## config.mk

```make
export PLATFORM = sky130hd
export DESIGN_NAME = fractal_value_noise_2d
export DESIGN_NICKNAME = d
export VERILOG_FILES = /design/src/rtl/fvn_pkg.sv /design/src/rtl/fvn_mul.sv /design/src/rtl/fvn_div.sv /design/src/rtl/fractal_value_noise_2d.sv
export SDC_FILE = /design/constraint.sdc
export NUM_CORES = 2
export LEC_CHECK = 0
export BUFFER_PORTS_ARGS = -buffer_cell sky130_fd_sc_hd__buf_2
export CAP_MARGIN = 20
export CELL_PAD_IN_SITES_DETAIL_PLACEMENT = 2
export CELL_PAD_IN_SITES_GLOBAL_PLACEMENT = 2
export CORE_ASPECT_RATIO = 0.6
export CORE_UTILIZATION = 43
export CTS_BUF_LIST = sky130_fd_sc_hd__clkbuf_2 sky130_fd_sc_hd__clkbuf_4 sky130_fd_sc_hd__clkbuf_8
export DETAILED_ROUTE_END_ITERATION = 10
export HOLD_SLACK_MARGIN = 0.1
export PLACE_DENSITY_LB_ADDON = 0.1
export SYNTH_ARGS = -nofsm -noshare
export SYNTH_HDL_FRONTEND = slang
export SYNTH_SLANG_ARGS = --single-unit
```

## constraint.sdc

```tcl
create_clock -name clock -period 15.07 [get_ports clock]
set_clock_uncertainty 0.15 [all_clocks]
set_input_delay 0.7535 -clock clock [delete_from_list [all_inputs] [get_ports clock]]
set_output_delay 0.7535 -clock clock [all_outputs]
set_load 0.005 [all_outputs]
```

## src/rtl/fvn_pkg.sv

```systemverilog
package fvn_pkg;

   localparam int COORD_W  = 32;
   localparam int FRAC_W   = 16;
   localparam int LAT_W    = 8;    // lattice period 256, floor-mod is the low bits
   localparam int MUL_W    = 34;   // signed operands of the shared multiplier
   localparam int PROD_W   = 64;   // product bits kept
   localparam int CSR_IDX_W = 2;
   localparam int CSR_DAT_W = 24;

   localparam logic [CSR_IDX_W-1:0] CSR_OCTAVE_COUNT   = 2'd0;
   localparam logic [CSR_IDX_W-1:0] CSR_PERSISTENCE    = 2'd1;
   localparam logic [CSR_IDX_W-1:0] CSR_BASE_FREQUENCY = 2'd2;

   localparam logic [31:0] HASH_SEED = 32'd1234;
   localparam logic [31:0] HASH_MUL  = 32'd15731;
   localparam logic [31:0] HASH_ADD1 = 32'd789221;
   localparam logic [31:0] HASH_ADD2 = 32'd1376312589;
   localparam logic [17:0] SMOOTH_3  = 18'd196608;
   localparam logic [16:0] ONE_Q16   = 17'd65536;

   typedef struct packed {
      logic        done;
      logic [15:0] quotient;
   } div_stat_type;

endpackage

```

## src/rtl/fvn_mul.sv

```systemverilog
module fvn_mul import fvn_pkg::*; (
   input  logic                     clock,
   input  logic signed [MUL_W-1:0]  op_a,
   input  logic signed [MUL_W-1:0]  op_b,
   output logic [PROD_W-1:0]        prod
);

   logic signed [2*MUL_W-1:0] full;
   logic [PROD_W-1:0]         prod_ff;

   assign full = op_a * op_b;

   always_ff @(posedge clock) begin
      prod_ff <= full[PROD_W-1:0];
   end

   assign prod = prod_ff;

endmodule

```

## src/rtl/fvn_div.sv

```systemverilog
module fvn_div import fvn_pkg::*; #(
   parameter int DIVS_W = 28
) (
   input  logic                       clock,
   input  logic                       reset,
   input  logic                       start,
   input  logic [DIVS_W+FRAC_W-1:0]   dividend,
   input  logic [DIVS_W-1:0]          divisor,
   output div_stat_type               stat
);

   // quotient known to fit 16 bits: one quotient bit per cycle
   logic [DIVS_W:0]   rem_ff;
   logic [FRAC_W-1:0] lo_ff;
   logic [FRAC_W-1:0] q_ff;
   logic [4:0]        cnt_ff;
   logic              busy_ff;
   logic              done_ff;
   logic [DIVS_W:0]   trial;
   logic              fits;

   assign trial = {rem_ff[DIVS_W-1:0], lo_ff[FRAC_W-1]};
   assign fits  = trial >= {1'b0, divisor};

   always_ff @(posedge clock) begin
      if (reset) begin
         busy_ff <= 1'b0;
         done_ff <= 1'b0;
         cnt_ff  <= '0;
      end else begin
         done_ff <= 1'b0;
         if (start) begin
            busy_ff <= 1'b1;
            cnt_ff  <= 5'd16;
         end else if (busy_ff) begin
            cnt_ff <= cnt_ff - 5'd1;
            if (cnt_ff == 5'd1) begin
               busy_ff <= 1'b0;
               done_ff <= 1'b1;
            end
         end
      end
   end

   always_ff @(posedge clock) begin
      if (start) begin
         rem_ff <= {1'b0, dividend[DIVS_W+FRAC_W-1:FRAC_W]};
         lo_ff  <= dividend[FRAC_W-1:0];
         q_ff   <= '0;
      end else if (busy_ff) begin
         rem_ff <= fits ? (trial - {1'b0, divisor}) : trial;
         lo_ff  <= {lo_ff[FRAC_W-2:0], 1'b0};
         q_ff   <= {q_ff[FRAC_W-2:0], fits};
      end
   end

   assign stat.done     = done_ff;
   assign stat.quotient = q_ff;

endmodule

```

## src/rtl/fractal_value_noise_2d.sv

```systemverilog
// A request runs through PRE, SMO, HASH, BLD (per octave, n = clamped octave count, 1..MAX_OCTAVES)
// and DIV, then waits in OUT for the result to be taken.
// Throughput: one request at a time; the shared multiplier takes one product per cycle
// and the divider one quotient bit per cycle.
// Reset (synchronous, active high): idle, octave_count 4, persistence 0.5, frequency 1.0.
module fractal_value_noise_2d import fvn_pkg::*; #(
   parameter int MAX_OCTAVES = 8
) (
   input  logic                   clock,
   input  logic                   reset,
   input  logic                   req_tvalid,
   output logic                   req_tready,
   input  logic [63:0]            req_tdata,   // x_coord[31:0], z_coord[63:32]
   output logic                   rsp_tvalid,
   input  logic                   rsp_tready,
   output logic [15:0]            rsp_tdata,   // noise_value[15:0]
   input  logic                   csr_we,
   input  logic [CSR_IDX_W-1:0]   csr_index,
   input  logic [CSR_DAT_W-1:0]   csr_wdata
);

   localparam int OCT_W  = $clog2(MAX_OCTAVES + 1);
   localparam int AMP_W  = 16 + MAX_OCTAVES;
   localparam int ASUM_W = AMP_W + $clog2(MAX_OCTAVES + 1);
   localparam int SUM_W  = ASUM_W + FRAC_W;

   localparam logic [2:0] ST_IDLE = 3'd0;
   localparam logic [2:0] ST_PRE  = 3'd1;
   localparam logic [2:0] ST_SMO  = 3'd2;
   localparam logic [2:0] ST_HASH = 3'd3;
   localparam logic [2:0] ST_BLD  = 3'd4;
   localparam logic [2:0] ST_DIV  = 3'd5;
   localparam logic [2:0] ST_OUT  = 3'd6;

   logic [2:0]        state_ff, state_in;
   logic [3:0]        phase_ff, phase_in;
   logic [1:0]        corner_ff, corner_in;
   logic [OCT_W-1:0]  oct_ff, oct_in;
   logic [OCT_W-1:0]  oct_n_ff;
   logic [3:0]        oct_cfg_ff;
   logic [16:0]       pers_ff;
   logic [23:0]       freq_ff;

   logic signed [COORD_W-1:0] x_ff, z_ff;
   logic [63:0]       bx_ff, bz_ff;
   logic [16:0]       u_ff, v_ff;
   logic [31:0]       h_ff;
   logic [15:0]       cv_ff [4];
   logic [32:0]       t_ff;
   logic [15:0]       k1_ff, k2_ff;
   logic [AMP_W-1:0]  amp_ff;
   logic [SUM_W-1:0]  sum_ff;
   logic [ASUM_W-1:0] asum_ff;
   logic [15:0]       res_ff;

   logic signed [MUL_W-1:0] mul_a, mul_b;
   logic [PROD_W-1:0] prod;
   logic              div_start;
   div_stat_type      div_stat;

   logic [OCT_W-1:0]  oct_clamp;
   logic [31:0]       cx, cz, key;
   logic [33:0]       blend_sum;
   logic [15:0]       blend_val;
   logic [31:0]       hmix;
   logic              last_oct;

   fvn_mul u_mul (
      .clock (clock),
      .op_a  (mul_a),
      .op_b  (mul_b),
      .prod  (prod)
   );

   fvn_div #(.DIVS_W(ASUM_W)) u_div (
      .clock    (clock),
      .reset    (reset),
      .start    (div_start),
      .dividend (sum_ff),
      .divisor  (asum_ff),
      .stat     (div_stat)
   );

   // zero octaves run as one, anything above the maximum as the maximum
   always_comb begin
      if (oct_cfg_ff == 4'd0)
         oct_clamp = OCT_W'(1);
      else if (32'(oct_cfg_ff) > 32'(MAX_OCTAVES))
         oct_clamp = OCT_W'(MAX_OCTAVES);
      else
         oct_clamp = OCT_W'(oct_cfg_ff);
   end

   assign cx        = 32'(bx_ff[32 +: LAT_W]) + 32'(corner_ff[0]);
   assign cz        = 32'(bz_ff[32 +: LAT_W]) + 32'(corner_ff[1]);
   assign key       = (cx << 4) + cz;
   assign hmix      = (h_ff << 13) ^ h_ff;
   assign blend_sum = 34'(t_ff) + 34'(prod[32:0]);
   assign blend_val = blend_sum[31:16];
   assign last_oct  = (oct_ff + OCT_W'(1)) == oct_n_ff;

   // shared multiplier operand select
   always_comb begin
      mul_a = '0;
      mul_b = '0;
      unique case (state_ff)
         ST_PRE: begin
            mul_a = MUL_W'(phase_ff[0] ? z_ff : x_ff);
            mul_b = MUL_W'({1'b0, freq_ff});
         end
         ST_SMO: begin
            unique case (phase_ff)
               4'd0: begin
                  mul_a = MUL_W'({1'b0, bx_ff[31:16]});
                  mul_b = MUL_W'({1'b0, bx_ff[31:16]});
               end
               4'd1: begin
                  mul_a = MUL_W'({1'b0, prod[31:0]});
                  mul_b = MUL_W'({1'b0, SMOOTH_3 - {1'b0, bx_ff[31:16], 1'b0}});
               end
               4'd2: begin
                  mul_a = MUL_W'({1'b0, bz_ff[31:16]});
                  mul_b = MUL_W'({1'b0, bz_ff[31:16]});
               end
               4'd3: begin
                  mul_a = MUL_W'({1'b0, prod[31:0]});
                  mul_b = MUL_W'({1'b0, SMOOTH_3 - {1'b0, bz_ff[31:16], 1'b0}});
               end
               default: ;
            endcase
         end
         ST_HASH: begin
            unique case (phase_ff)
               4'd0: begin
                  mul_a = MUL_W'({1'b0, key});
                  mul_b = MUL_W'({1'b0, HASH_SEED});
               end
               4'd1: begin
                  mul_a = MUL_W'({1'b0, prod[31:0]});
                  mul_b = MUL_W'({1'b0, prod[31:0]});
               end
               4'd2: begin
                  mul_a = MUL_W'({1'b0, prod[31:0]});
                  mul_b = MUL_W'({1'b0, HASH_MUL});
               end
               4'd3: begin
                  mul_a = MUL_W'({1'b0, h_ff});
                  mul_b = MUL_W'({1'b0, prod[31:0] + HASH_ADD1});
               end
               4'd4: begin
                  mul_a = MUL_W'({1'b0, hmix});
                  mul_b = MUL_W'({1'b0, prod[31:0] + HASH_ADD2});
               end
               default: ;
            endcase
         end
         ST_BLD: begin
            unique case (phase_ff)
               4'd0: begin
                  mul_a = MUL_W'({1'b0, cv_ff[0]});
                  mul_b = MUL_W'(ONE_Q16 - u_ff);
               end
               4'd1: begin
                  mul_a = MUL_W'({1'b0, cv_ff[1]});
                  mul_b = MUL_W'(u_ff);
               end
               4'd2: begin
                  mul_a = MUL_W'({1'b0, cv_ff[2]});
                  mul_b = MUL_W'(ONE_Q16 - u_ff);
               end
               4'd3: begin
                  mul_a = MUL_W'({1'b0, cv_ff[3]});
                  mul_b = MUL_W'(u_ff);
               end
               4'd4: begin
                  mul_a = MUL_W'({1'b0, k1_ff});
                  mul_b = MUL_W'(ONE_Q16 - v_ff);
               end
               4'd5: begin
                  mul_a = MUL_W'({1'b0, k2_ff});
                  mul_b = MUL_W'(v_ff);
               end
               4'd6: begin
                  mul_a = MUL_W'({1'b0, blend_val});
                  mul_b = MUL_W'({1'b0, amp_ff});
               end
               4'd7: begin
                  mul_a = MUL_W'({1'b0, amp_ff});
                  mul_b = MUL_W'({1'b0, pers_ff});
               end
               default: ;
            endcase
         end
         default: ;
      endcase
   end

   // sequencer
   always_comb begin
      state_in  = state_ff;
      phase_in  = phase_ff + 4'd1;
      corner_in = corner_ff;
      oct_in    = oct_ff;
      div_start = 1'b0;
      unique case (state_ff)
         ST_IDLE: begin
            phase_in = '0;
            oct_in   = '0;
            if (req_tvalid)
               state_in = ST_PRE;
         end
         ST_PRE: begin
            if (phase_ff == 4'd2) begin
               state_in = ST_SMO;
               phase_in = '0;
            end
         end
         ST_SMO: begin
            if (phase_ff == 4'd4) begin
               state_in  = ST_HASH;
               phase_in  = '0;
               corner_in = '0;
            end
         end
         ST_HASH: begin
            if (phase_ff == 4'd4) begin
               phase_in  = '0;
               corner_in = corner_ff + 2'd1;
               if (corner_ff == 2'd3)
                  state_in = ST_BLD;
            end
         end
         ST_BLD: begin
            if (phase_ff == 4'd8) begin
               phase_in = '0;
               oct_in   = oct_ff + OCT_W'(1);
               if (last_oct) begin
                  state_in  = ST_DIV;
                  div_start = 1'b1;
               end else begin
                  state_in = ST_SMO;
               end
            end
         end
         ST_DIV: begin
            phase_in = '0;
            if (div_stat.done)
               state_in = ST_OUT;
         end
         ST_OUT: begin
            phase_in = '0;
            if (rsp_tready)
               state_in = ST_IDLE;
         end
         default: begin
            state_in = ST_IDLE;
         end
      endcase
   end

   always_ff @(posedge clock) begin
      if (reset) begin
         state_ff   <= ST_IDLE;
         phase_ff   <= '0;
         corner_ff  <= '0;
         oct_ff     <= '0;
         oct_cfg_ff <= 4'd4;
         pers_ff    <= 17'd32768;
         freq_ff    <= 24'd65536;
      end else begin
         state_ff  <= state_in;
         phase_ff  <= phase_in;
         corner_ff <= corner_in;
         oct_ff    <= oct_in;
         if (csr_we) begin
            unique case (csr_index)
               CSR_OCTAVE_COUNT:   oct_cfg_ff <= csr_wdata[3:0];
               CSR_PERSISTENCE:    pers_ff    <= csr_wdata[16:0];
               CSR_BASE_FREQUENCY: freq_ff    <= csr_wdata;
               default: ;
            endcase
         end
      end
   end

   // datapath; each step takes the product issued in the cycle before
   always_ff @(posedge clock) begin
      unique case (state_ff)
         ST_IDLE: begin
            x_ff     <= req_tdata[31:0];
            z_ff     <= req_tdata[63:32];
            oct_n_ff <= oct_clamp;
            amp_ff   <= AMP_W'(ONE_Q16);
            sum_ff   <= '0;
            asum_ff  <= '0;
         end
         ST_PRE: begin
            if (phase_ff == 4'd1)
               bx_ff <= prod;
            if (phase_ff == 4'd2)
               bz_ff <= prod;
         end
         ST_SMO: begin
            if (phase_ff == 4'd2)
               u_ff <= prod[48:32];
            if (phase_ff == 4'd4)
               v_ff <= prod[48:32];
         end
         ST_HASH: begin
            if (phase_ff == 4'd0 && corner_ff != 2'd0)
               cv_ff[corner_ff - 2'd1] <= prod[30:15];
            if (phase_ff == 4'd1)
               h_ff <= prod[31:0];
         end
         ST_BLD: begin
            unique case (phase_ff)
               4'd0: cv_ff[3] <= prod[30:15];
               4'd1: t_ff     <= prod[32:0];
               4'd2: k1_ff    <= blend_val;
               4'd3: t_ff     <= prod[32:0];
               4'd4: k2_ff    <= blend_val;
               4'd5: t_ff     <= prod[32:0];
               4'd7: begin
                  sum_ff  <= sum_ff + SUM_W'(prod[15 + AMP_W:0]);
                  asum_ff <= asum_ff + ASUM_W'(amp_ff);
               end
               4'd8: begin
                  amp_ff <= prod[16 +: AMP_W];
                  bx_ff  <= {bx_ff[62:0], 1'b0};
                  bz_ff  <= {bz_ff[62:0], 1'b0};
               end
               default: ;
            endcase
         end
         ST_DIV: begin
            if (div_stat.done)
               res_ff <= div_stat.quotient;
         end
         default: ;
      endcase
   end

   assign req_tready = state_ff == ST_IDLE;
   assign rsp_tvalid = state_ff == ST_OUT;
   assign rsp_tdata  = res_ff;

`ifndef ASSERT_OFF
   a_one_side: assert property (@(posedge clock) disable iff (reset)
      !(req_tready && rsp_tvalid))
      else $error("request and response sides open together");

   a_no_early_rsp: assert property (@(posedge clock) disable iff (reset)
      (req_tvalid && req_tready) |=> !rsp_tvalid)
      else $error("response right after request");

   a_oct_bound: assert property (@(posedge clock) disable iff (reset)
      (state_ff == ST_BLD) |-> (oct_ff < oct_n_ff))
      else $error("octave index past octave count");

   a_div_only_busy: assert property (@(posedge clock) disable iff (reset)
      div_stat.done |-> (state_ff == ST_DIV))
      else $error("divider finished outside divide state");
`endif

endmodule

```

[Word level (Yosys, flattened, before mapping)]
Memories as Yosys holds them, arrays and structs flattened.
Index checks and enable logic that the tools add are counted.
Word-level totals
  bits in writable memories: 64
  output and inout port bits: 18
  register bits: 564
  input bits: 95
  memories kept: 1
Cells by class
  reduce and logical (&&, ||, !) cells: 36
  multiply operators: 1
  $lt $le $gt $ge: 2
  eq/ne operators: 29
  bitwise operators: 2
  $add $sub $neg: 18
  mux-type cells: 64
Memory list
  cv_ff: words 4, width 16, rd ports 4, clocked after Yosys merged registers in 0, write ports 1, line fractal_value_noise_2d.sv:48  | logic [15:0] cv_ff [4];
Operator list (number)
  case mux 34 bit (4 select lines): 2
  case mux 34 bit (6 select lines): 1
  case mux 24 bit (8 select lines): 1
  two-way mux 40 bit: 4
  case mux 32 bit (5 select lines): 1
  case mux 40 bit (2 select lines): 2
  case mux 32 bit (4 select lines): 1
  two-way mux 28 bit: 4
  case mux 32 bit (3 select lines): 1
  case mux 44 bit (2 select lines): 1
  case mux 18 bit (4 select lines): 1
  case mux 28 bit (2 select lines): 1
  multiplier 34 x 34 -> 49 bit: 1
  two-way mux 16 bit: 3
  case mux 24 bit (2 select lines): 1
  adder 44 x 40 -> 44 bit: 1
  two-way mux 44 bit: 1
  subtractor 17 x 17 -> 18 bit, first input constant: 2
  subtractor 18 x 17 -> 18 bit, first input constant: 2
  two-way mux 34 bit: 1
  adder 32 x 20 -> 32 bit, second input constant: 1
  adder 32 x 31 -> 32 bit, second input constant: 1
  adder 32 bit: 1
  bitwise XOR 32 bit: 1
  45 further kinds: 116

[Longest topological paths before layout]
  word-level depth: 6
  gate-level depth with buffers: 54
  depth with buffers taken out: 44

[Cells and area by module]
A second synthesis with hierarchy kept.
Second synthesis, totals
  cells, all modules: 7685
  area, all modules: 74717.9 µm²
By module, submodules not included
  fvn_mul: times used 1, seq. area each 1281.2 µm², area an instance 41523.6 µm², cells an instance 4445
  fractal_value_noise_2d: times used 1, seq. area each 14794.2 µm², area an instance 28611.2 µm², cells an instance 2793
  fvn_div: times used 1, seq. area each 1781.7 µm², area an instance 4583.1 µm², cells an instance 447

[Worst setup path before layout]
Ideal clock, no wire load.
  path type: register to register
  start: register phase_ff[0]
  end: register u_mul.prod_ff[48], in the netlist u_mul.prod[48]
  slack: 1810 ps
  cell stages (with the launch flop): 53
  data required time: 14848 ps
  data arrival time: 13038 ps
  cell sequence: dfxtp_1 -> clkbuf_1 -> clkbuf_1 -> clkbuf_1 -> buf_1 -> inv_1 -> ha_1 -> buf_2 -> nand3b_1 -> inv_2 -> clkbuf_1 -> clkbuf_1 -> clkbuf_1 -> buf_1 -> ha_1 -> o21ai_1 -> a2111o_1 -> nand2_1 -> [... 17 more ...] -> fa_1 -> fa_1 -> inv_1 -> fa_1 -> inv_1 -> ha_1 -> a21o_1 -> a21o_1 -> a21o_1 -> a32oi_1 -> o21ai_0 -> a41oi_1 -> o21bai_1 -> a21oi_1 -> o21ai_0 -> a221o_1 -> a21oi_1 -> xor2_1
On the way
  longest elaborated chain between the ends: 5
  elaborated cells on any way between the ends: 21
Ends and longest elaborated chain
  start: declaration: line fractal_value_noise_2d.sv:36  | logic [3:0] phase_ff, phase_in;
  start signal: assignment: line fractal_value_noise_2d.sv:272  | phase_ff <= phase_in;
  equality test 4 x 1 -> 1 bit, or another cell as far along: line fractal_value_noise_2d.sv:112, fractal_value_noise_2d.sv:133, fractal_value_noise_2d.sv:158
  OR reduction 2 bit (no source line)
  case mux 34 bit (6 select lines), or another cell as far along: line fractal_value_noise_2d.sv:158  | unique case (phase_ff)
  case mux 34 bit (4 select lines): line fractal_value_noise_2d.sv:106  | unique case (state_ff)
  multiplier 34 x 34 -> 49 bit *: line fvn_mul.sv:11  | assign full = op_a * op_b;
  net u_mul.full[48]: line fvn_mul.sv:8  | logic signed [2*MUL_W-1:0] full;
  end signal: assignment: line fvn_mul.sv:14  | prod_ff <= full[PROD_W-1:0];
  end: declaration: line fvn_mul.sv:9  | logic [PROD_W-1:0] prod_ff;
The timed path passes the listed nets; every way through them passes the cells marked *.
A chain may end at the register's enable or synchronous reset.

[Final worst setup path]
  start: register phase_ff[1]
  end: register u_mul.prod_ff[48], in the netlist u_mul.prod[48]
Same word-level chain as after synthesis.

==> out/qor.txt <==
result of the run: complete, no violations
final core occ: 48.6%
CP arrival: 14.79 ns
DP HPWL: 264 mm
Static Leak: 31.7 nW
Layout Nets: 8389
Residual DRC: 0
TritonCTS clock tree: yes
DR vias: 58300
R2R setup slack: 0.94 ns
WP data required: 15.74 ns
Mapped Avg Cell Area: 9.43 um^2
Sink Count: 628
Power Dens Cells: 135 nW/um^2
Post-synth EDFFs: 498
final setup TNS: 0 ns
DRT Pass-1 Iters: 9
Final Hold Fails: 0
fin area: 72000 um^2
setup violators final: 0
routed len/inst: 37.3 um
Clk Latency, worst-skew pair: 0.88 ns
main area contributors after synthesis: fa_1 28%, edfxtp_1 23%, inv_1 6.6%
clk buf depth: 3
Yosys top cell by area: fa_1
Gate Count Post-Synth: 6857
Final ANT Viol Nets: 0
row cnt: 109
Tot GR Track Use: 45.2%
register area share after synthesis: 27.2%
CTS root buf: clkbuf_8
metal3 WL: 59.8 mm
core area: 148000 um^2
Least-Margin Pin Slew: 1.48 ns
crit end category: flip-flop
CP startpoint kind: flip-flop
Reg area: 17600 um^2
Final Wtd Congestion: 1.05
max_slew headroom: 1.58%
pin count of the biggest net entering global routing: 83
path depth of the worst reg2reg path: 38
Worst Setup EP: u_mul.prod[48]
Worst Setup SP: phase_ff[1]
Routed WL: 343 mm
RSZ-0062 raised after global routing: false
final slew viol count: 0
mapped cell area: 64600 um^2
area of the multi-input gates: 42000 um^2
top sig layer: met5
RR Endpoint: u_mul.prod[48]
Syn Nets: 8198
share of post-route cells with drive strength above 1: 8.89%
PortBufs: 112
VDD IR-drop max: 0.000107 V
CP most frequent cell: fa_1
io pins: 113
FF-to-FF Start: phase_ff[1]
clk slew on worst S/H paths: 0.10 ns
htree depth: 3
CP max stage delay: 1.18 ns
period utilisation layout: 93.8%
die height: 302 um
TritonCTS Buffers: 97
worst hold path type: reg2reg
area post-placement: 68600 um^2
fill cell count: 15600
Die Area: 152000 um^2
top cell type's share of synthesized area: 28.1%
Avg Vias per Cell: 6.34
slowest CP cell: a222oi_1
Post-Route M1 WL: 144 mm
Fmax: 70.8 MHz
vias in the first global route: 61200
asr flop ratio synth: 0%
Final Hold Slack: 0.270 ns
chip width: 503 um
antenna violations before repair: 39
MaxCap Viol Count: 0
Yosys reg bits: 628
Primary FF master, synth: edfxtp_1
first-pass GRT wire length: 477 mm
YS warnings: 0
worst-path fanout max: 33
critical path class: reg2reg
Area Growth Syn to Fin: 11.4%
Final min period: 14.13 ns
drt initial violations: 8750
met2 WL post-DR: 129 mm
Starting Density: 43.6%
Post-CTS Resized: 0
synth unique cells: 102
Remaining Overflow, GRT: 0
==> kinds of logic (layout without fill, tap and decap cells) <==
| group | Yosys count | count (layout) | synth area share [%] |
|---|---|---|---|
| buf+inv | 1479 | 1755 | 8.64 |
| fa+ha+maj | 1246 | 1246 | 34.6 |
| simple gates | 2139 | 2139 | 14.3 |
| other cells | 0 | 62 | 0 |
| xor+xnor | 239 | 239 | 3.30 |
| flops | 628 | 628 | 27.2 |
| mux | 63 | 63 | 0.985 |
| compound gates | 1063 | 1063 | 11.0 |
==> through the flow <==
step	instances	setup WS (ns)	total power [mW]
2_1_floorplan	6857	1.81	4.87
3_3_place_gp	8840	1.85	7.14
3_5_place_dp	8851	1.67	7.42
4_1_cts	9123	1.65	9.23
5_1_grt	9135	0.804	9.81
6_report	9193	0.941	9.70
==> worst min path at each step <==
| stage | to | start | cells past startpoint |
|---|---|---|---|
| after detailed placement | rsp_tdata[8] | u_div.q_ff[8] | 0 |
| final | u_ff[8] | u_mul.prod[40] | 0 |
| after CTS | oct_cfg_ff[0] | csr_index[0] | 4 |
| after floorplan | u_ff[10] | u_mul.prod[42] | 0 |
| after global routing | oct_cfg_ff[0] | csr_index[0] | 4 |
| after global placement | v_ff[13] | u_mul.prod[45] | 0 |
==> timing repair <==
item | 4_1_cts | 5_1_grt
buffers inserted | 0 | 0
hold endpoints to repair | 109 | 0
hold buffers | 88 | 0
setup endpoints to repair | 0 | 0
==> cell usage after synthesis, drive strengths merged (38+ instances only) <==
library cell / instances
nand2: 976
nand2b: 73
nor3: 74
clkbuf: 290
a222oi: 42
buf: 45
nor2: 690
o21ai: 195
xor2: 86
nand3: 56
xnor2: 150
a21oi: 290
and2: 66
fa: 906
a22oi: 65
a21o: 96
mux2i: 58
a211oi: 38
inv: 1142
a31oi: 54
edfxtp: 498
ha: 340
dfxtp: 130
==> state kept, by name, summed over array words and instances (netlist names), 17 cells and up <==
name	count
v_ff	17
h_ff	32
u_ff	17
u_div.rem_ff	28
asum_ff	28
freq_ff	24
sum_ff	44
x_ff	32
cv_ff	64
bz_ff	40
u_mul.prod	49
bx_ff	40
t_ff	32
amp_ff	24
pers_ff	17
z_ff	32
==> per-layer routing <==
layer  vias to the layer above  GRT usage, %
met3                       615          24.1
met1                     30800          64.7
met4                        30          12.0
li1                      22600             -
met2                      4197          58.2
met5                         -          1.22
==> layout by cell type, fill, tap and decap left out, types with 18 or more instances in the layout <==
cell              n
ha_1            340
clkbuf_4         27
a222oi_1         42
nor2_1          688
nand2_1         975
xor2_1           82
buf_2           113
a211o_1          26
mux2i_1          58
a22oi_1          65
nand2b_1         71
o21ai_0         171
nand3_1          56
or3_1            24
and2_1           66
a21oi_1         285
buf_4           211
xnor2_1         145
o21bai_1         31
inv_1          1137
o21a_1           36
dfxtp_1         129
a211oi_1         24
a21o_1           96
and3_1           24
nand4_1          22
diode_2          62
fa_1            906
clkbuf_8        113
dlygate4sd3_1    88
a31oi_1          54
a221oi_1         18
nor3_1           68
nor4_1           22
nor2b_1          32
edfxtp_1        498
==> final cells by class <==
type	count	area share, %
well taps	1998	3.47
inverters	1144	5.96
multi-input cells	4750	58.3
diodes	62	0.215
clock inverters	44	0.688
clock buffers	140	2.44
repair buffers	427	4.56
flip-flops and latches	628	24.4
==> power breakdown <==
group | switching [mW] | total [mW] | internal (mW) | leakage, nW
sequential | 0.276 | 2.50 | 2.22 | 5.84
combinational | 3.96 | 5.40 | 1.45 | 24.7
clock | 0.904 | 1.79 | 0.891 | 1.18
total | 5.14 | 9.70 | 4.56 | 31.7
==> worst max-delay path, delay by kind of cell, from the launching register on <==
family / cells / cell delay, ns
DFF: 1 / 0.39
xor gates and xnor gates: 2 / 0.33
adders and majority gates: 11 / 5.47
and+or+nand+nor: 3 / 1.33
muxes: 1 / 0.23
AOI/OAI and AO/OA: 13 / 4.93
buffers and inverters: 8 / 1.26
No activity file was read; power rests on OpenSTA's default activity.
